`config.mk`:
```
export PLATFORM = sky130hd
export DESIGN_NAME = cpe_basis
export DESIGN_NICKNAME = d
export VERILOG_FILES = /design/src/rtl/cpe_pkg.sv /design/src/rtl/cpe_basis.sv
export SDC_FILE = /design/constraint.sdc
export NUM_CORES = 2
export LEC_CHECK = 0
export ABC_AREA = 0
export BUFFER_PORTS_ARGS = -buffer_cell sky130_fd_sc_hd__buf_2
export CORE_MARGIN = 2
export CORE_UTILIZATION = 39
export CTS_BUF_LIST = sky130_fd_sc_hd__clkbuf_4
export DETAILED_ROUTE_END_ITERATION = 10
export GPL_TIMING_DRIVEN = 0
export RECOVER_POWER = 100
export SKIP_LAST_GASP = 1
export SLEW_MARGIN = 20
export SYNTH_ARGS = -nofsm -noshare
export SYNTH_HDL_FRONTEND = slang
export SYNTH_SLANG_ARGS = --single-unit
```
`constraint.sdc`:
```
create_clock -name clk -period 9.25 [get_ports clk]
set_input_delay 1.85 -clock clk [delete_from_list [all_inputs] [get_ports clk]]
set_output_delay 1.85 -clock clk [all_outputs]
set_load 0.02 [all_outputs]
```
`src/rtl/cpe_pkg.sv`:
```
package cpe_pkg;

  // Coordinate and parameter formats.
  localparam int COORD_WIDTH     = 16;
  localparam int PARAM_FRAC_BITS = 16;

  // Parameter t carries one integer bit so that exactly 1.0 is representable.
  localparam int T_W       = PARAM_FRAC_BITS + 1;
  localparam int PARAM_ONE = 1 << PARAM_FRAC_BITS;
  localparam int RND_HALF  = 1 << (PARAM_FRAC_BITS - 1);

  // Lerp datapath widths.
  localparam int DIFF_W  = COORD_WIDTH + 1;
  localparam int PROD1_W = DIFF_W + T_W + 1;
  localparam int MID_W   = COORD_WIDTH + 1;
  localparam int DM_W    = MID_W + 1;
  localparam int PROD2_W = DM_W + T_W + 1;

  // Hermite datapath widths.
  localparam int TT_W = 2 * T_W;
  localparam int H_W  = PARAM_FRAC_BITS + 4;
  localparam int HP_W = H_W + COORD_WIDTH;
  localparam int HS_W = HP_W + 2;
  localparam int V_W  = HS_W;

  // Pipeline: stage 0 holds the input item, stage 5 the Hermite weights,
  // stage 9 the saturated lane results and stage 10 the output register.
  localparam int PIPE_DEPTH = 11;
  localparam int STG_IN     = 0;
  localparam int STG_WTS    = 5;
  localparam int STG_LANE   = 9;
  localparam int STG_OUT    = 10;

  typedef enum logic [1:0] {
    OP_LERP    = 2'd0,
    OP_BEZIER  = 2'd1,
    OP_HERMITE = 2'd2,
    OP_NONE    = 2'd3
  } op_t;

  typedef logic [PIPE_DEPTH-1:0]       stage_en_t;
  typedef logic signed [COORD_WIDTH-1:0] coord_t;
  typedef logic [T_W-1:0]              param_t;
  typedef logic signed [H_W-1:0]       weight_t;

  typedef struct packed {
    weight_t h00;
    weight_t h10;
    weight_t h01;
    weight_t h11;
  } herm_wts_t;

  typedef struct packed {
    coord_t value;
    logic   clip;
  } lane_res_t;

endpackage

```
`src/rtl/cpe_basis.sv`:
```
module cpe_basis (
  input  logic               clk,
  input  cpe_pkg::stage_en_t en,
  input  cpe_pkg::param_t    t,
  output cpe_pkg::herm_wts_t wts
);
  import cpe_pkg::*;

  logic [TT_W-1:0] tt_r;
  logic [TT_W-1:0] tc_r;
  param_t          t_r [1:4];
  param_t          tsq_r [2:4];
  param_t          tcub_r;
  herm_wts_t       wts_r;

  logic [TT_W-1:0] tt_rnd;
  logic [TT_W-1:0] tc_rnd;
  weight_t         c_s;
  weight_t         s_s;
  weight_t         t_s;
  weight_t         one_s;
  herm_wts_t       wts_nxt;

  // Round to nearest by adding a half and dropping the fraction bits.
  assign tt_rnd = tt_r + TT_W'(RND_HALF);
  assign tc_rnd = tc_r + TT_W'(RND_HALF);

  always_comb begin
    c_s   = $signed(H_W'(tcub_r));
    s_s   = $signed(H_W'(tsq_r[4]));
    t_s   = $signed(H_W'(t_r[4]));
    one_s = H_W'(PARAM_ONE);
    wts_nxt.h00 = c_s + c_s - s_s - s_s - s_s + one_s;
    wts_nxt.h01 = s_s + s_s + s_s - c_s - c_s;
    wts_nxt.h10 = c_s - s_s - s_s + t_s;
    wts_nxt.h11 = c_s - s_s;
  end

  always_ff @(posedge clk) begin
    if (en[1]) begin
      tt_r   <= TT_W'(t) * TT_W'(t);
      t_r[1] <= t;
    end
    if (en[2]) begin
      tsq_r[2] <= tt_rnd[PARAM_FRAC_BITS+T_W-1:PARAM_FRAC_BITS];
      t_r[2]   <= t_r[1];
    end
    if (en[3]) begin
      tc_r     <= TT_W'(tsq_r[2]) * TT_W'(t_r[2]);
      tsq_r[3] <= tsq_r[2];
      t_r[3]   <= t_r[2];
    end
    if (en[4]) begin
      tcub_r   <= tc_rnd[PARAM_FRAC_BITS+T_W-1:PARAM_FRAC_BITS];
      tsq_r[4] <= tsq_r[3];
      t_r[4]   <= t_r[3];
    end
    if (en[STG_WTS]) begin
      wts_r <= wts_nxt;
    end
  end

  assign wts = wts_r;

endmodule

```
After elaboration in Yosys (flattened, before gate mapping)
Memories as Yosys holds them, arrays and structs flattened.
Cells that the tools add are included.
- flip-flop bits (word level): 163
- memory bits (writable): 119
- input bits: 29
- output and inout port bits: 80
- logic and storage cells: 33
- memories kept: 2
- memory list (name ; words ; width ; read ports ; clocked after Yosys merged registers in ; write ports ; line ; text):
    t_r ; 4 ; 17 ; 4 ; 0 ; 4 ; cpe_basis.sv:11 ; param_t t_r [1:4];
    tsq_r ; 3 ; 17 ; 3 ; 0 ; 3 ; cpe_basis.sv:12 ; param_t tsq_r [2:4];
- $add $sub $neg: 14
- $mul: 2
- multiplexer cells: 8
- operators by type and width (kind ; number):
    33-bit by 16-bit adder with 33-bit output (second input constant) ; 2
    17-bit by 17-bit multiplier with 33-bit output ; 2
    20-bit by 18-bit subtractor with 20-bit output ; 3
    17-bit by 17-bit adder with 18-bit output ; 2
    20-bit by 18-bit adder with 20-bit output ; 1
    20-bit by 18-bit adder with 20-bit output (second input constant) ; 1
    19-bit by 17-bit subtractor with 20-bit output ; 1
    19-bit by 18-bit subtractor with 20-bit output ; 1
    18-bit by 17-bit adder with 19-bit output ; 1
    18-bit by 17-bit subtractor with 19-bit output ; 1
    17-bit by 17-bit subtractor with 18-bit output ; 1
    1-bit 2-to-1 mux ; 8

Longest topological paths before layout
- word-level depth: 5
- mapped depth: 23
- mapped depth without buffers: 23

Worst setup path after synthesis
No wires, ideal clock.
- path type: input-to-reg
- from: in t[7]
- to: reg tt_r[31], data pin
- library setup time: 258 ps
- arrival time: 7028 ps
- data required time: 8992 ps
- path slack: 1964 ps
- cell stages on the path: 22
- buffers on the path: 1
- cell sequence: clkbuf_1 > nand2_1 > fa_1 > inv_1 > fa_1 > inv_1 > fa_1 > inv_1 > fa_1 > fa_1 > inv_1 > fa_1 > inv_1 > ha_1 > and3_1 > nand2_1 > nor3_1 > o21a_1 > o211ai_2 > a41oi_1 > a21oi_1 > xnor2_1
- cells in the longest elaborated chain, start to end: 1
- ends and longest elaborated chain (what ; line ; text):
    start: declaration ; cpe_basis.sv:4 ; input cpe_pkg::param_t t,
    17-bit by 17-bit multiplier with 33-bit output ; cpe_basis.sv:41 ; tt_r <= TT_W'(t) * TT_W'(t);
    end signal: assignment ; cpe_basis.sv:41 ;
    end: declaration ; cpe_basis.sv:9 ; logic [TT_W-1:0] tt_r;
No other way between the ends.
A chain may end at the register's enable or synchronous reset.

Final worst setup path
- from: in t[4]
- to: reg tt_r[31], data pin
Same word-level chain as after synthesis.

==> metrics.txt <==
Chip Height=280.6 um; DIE AREA=78730 um^2; Adder-Cell Fraction of Synth Area=0.4385; Root Buffer=clkbuf_4; largest family of logic cells by synthesized area=adder cells; routability congestion estimate=between 0.8 and 0.9; # port buffers=around 100; post-synthesis sequential area ratio=0.2506; max-cap violations=5; fin crit period=8.091 ns; Setup TNS=0 ns; Worst EP required=approximately 10 ns; Overall Global Routing Usage=0.1746; Slew @ Worst Pin=about 3.2 ns; Critical Path AT=8.61 ns; CTS tree=yes; drt first-iter violations=roughly 780; HP Class=flip-flop to flip-flop; mux contribution to synthesized area=0.0007130; layout overhead on the synthesized area=8.170%; Detail Placement HPWL=between 50 and 60 mm; Post-CTS Hold Fix Bufs=0; failing checks=max-capacitance violations, max-slew violations; vias in the first global route=between 20000 and 25000; xor and xnor area share after synthesis=0.04492; initial antenna violation count=2; Yosys cell types=66; final wirelength=65.87 mm; Die X=~280 um; Mapped Cells=2860; top cell type's share of synthesized area=0.2993; global-route wire length before repair=107.6 mm; Max clock buf depth=3; Post-synth ARST share=0; PostCTS Resize Cnt=0; drt pass-1 iters=5; largest area contributor in the netlist=fa_1; part of the cycle the worst path needs=0.8747; Worst Clk Skew=0.08824 ns; top-count cell post-synth=inv_1; largest net degree at the start of global routing=64; Core ar.=around 76000 um^2; cell row count=about 100; Post-synth top cells=inv_1 (623), fa_1 (446), ha_1 (332); status=complete, but fails checks; Clk Latency, worst-skew pair=between 0.7 and 0.8 ns; Via density=4.825; endpoint class of the critical path=flip-flop; Critical Path Source Type=input pin; Routed Antenna Nets=0; fmax=around 120 MHz; syn_nets=3667; largest cells by area after synthesis=fa_1 (30%), edfxtp_1 (25%), ha_1 (14%); Post-Syn Area per Cell=10.43 um^2; htree depth=3; Crit Path Category=input pin to flip-flop; synth warn=0; final hold viol count=0; CTS Buf Count=67; DRC=0; # setup viols final=0; I/O pins=109; clock slew at reported path FFs=0.06 ns; flops & latches, synth=~250; simple logic cell fraction of the synthesized area=0.1147; postcts setup bufs=0; compound-cell area share of the yosys netlist=0.06475; Post-synth EDFFs=approximately 250; dominant synthesized flop cell=edfxtp_1; DR WL/cell=16.24 um; Mapped Area=29830 um^2; layout cell share with drive strength beyond 1=0.03607; global route total overflow=0; slew margin rel.=-1.129; Slew Limit Fails=240; unrepaired setup endpoints after global routing=false; CP Max Fanout=10; Starting Density=0.3935; nets=3839; CTS sink count=249; Vias=19573
[layer usage]
metal  global-route usage  up-vias  routed length (um)  share of wire
li1                     -     9427                   -              -
met1               0.2268     9579               29640           0.45
met2               0.2973      444               31100           0.47
met3              0.02432      123                3164          0.048
met4              0.06253        0                1968          0.030
met5                    0        -                   0              0
[placed cells by master (no fill, tap or decap), drive strengths merged, types with 7 or more instances in the layout]
cell type / netlist / routed
nand3: 28 / 28
a21oi: 87 / 87
and3: 15 / 15
o211ai: 7 / 7
ha: 332 / 332
and2: 180 / 180
fa: 446 / 446
inv: 623 / 625
o21bai: 12 / 12
a31oi: 13 / 13
xnor2: 105 / 105
xor2: 48 / 48
a21o: 41 / 41
nor3: 17 / 17
a211oi: 7 / 7
edfxtp: 249 / 249
and4: 7 / 7
nor2: 89 / 89
nand4: 14 / 14
o21ai: 54 / 54
nand2b: 14 / 14
nand2: 304 / 304
o21a: 22 / 22
nor2b: 17 / 17
clkbuf: 53 / 242
clkinv: 0 / 22
[worst paths after layout]
kind                startpoint    endpoint  slack (ns)  depth (start not counted)
hold reg to reg     t_r[0][58]  t_r[0][75]        0.39                          0
hold / removal      t_r[0][58]  t_r[0][75]        0.39                          0
setup reg to reg  tsq_r[2][16]    tc_r[32]        2.12                         20
setup / recovery          t[4]    tt_r[31]        1.16                         21
[registers in the layout, summed over array words and instances (netlist names)]
signal and cells:
t_r 67, tcub_r 17, tc_r 18, tsq_r 51
tt_r 19, wts 77
[critical path: stages]
cell and delay, ns:
clkbuf_1 0.61, clkbuf_1 0.57, nand2_1 0.24, fa_1 0.55
fa_1 0.53, fa_1 0.53, inv_1 0.06, fa_1 0.50
fa_1 0.49, inv_1 0.05, fa_1 0.47, inv_1 0.04
ha_1 0.38, and3_1 0.24, nand2_1 0.10, nor3_1 0.21
o21a_1 0.23, o211ai_1 0.20, a41oi_1 0.45, a21oi_1 0.15
xnor2_1 0.14
[logic make-up (layout without fill, tap and decap cells)]
| logic type | Yosys count | in the layout |
|---|---|---|
| adder cells (fa/ha/maj) | 778 | 778 |
| AND/OR/NAND/NOR | 706 | 706 |
| buffers and inverters | 679 | 896 |
| AO/OA/AOI/OAI | 293 | 293 |
| flip-flops | 249 | 249 |
| XOR/XNOR | 153 | 153 |
| multiplexers | 2 | 2 |
| other | 0 | 2 |
[per-stage QoR]
stage,cells,hold slack [ns],setup slack [ns],util,cell area (um^2)
after floorplan,2860,0.4003,1.964,-,29830
after global placement,3940,0.4018,0.7919,0.4163,31570
after detailed placement,3941,0.4045,0.7867,0.4167,31600
after CTS,4055,0.3674,1.650,0.4279,32440
after global routing,4057,0.4036,0.8474,0.4256,32270
final,4057,0.3851,1.159,0.4256,32270
[final cells by class]
class / count / area (um^2)
Sequential cell: 249 / 7477
Multi-Input combinational cell: 1932 / 19770
Antenna cell: 2 / 5.005
Buffer: 56 / 221.5
Timing Repair Buffer: 103 / 387.9
Fill cell: 7441 / 43550
Clock inverter: 28 / 197.7
Inverter: 623 / 2338
Clock buffer: 86 / 645.6
Tap cell: 978 / 1224
Power is left out: the tool's default activity adds up to more than one toggle a clock period on the data nets, which glitch-free logic cannot reach.
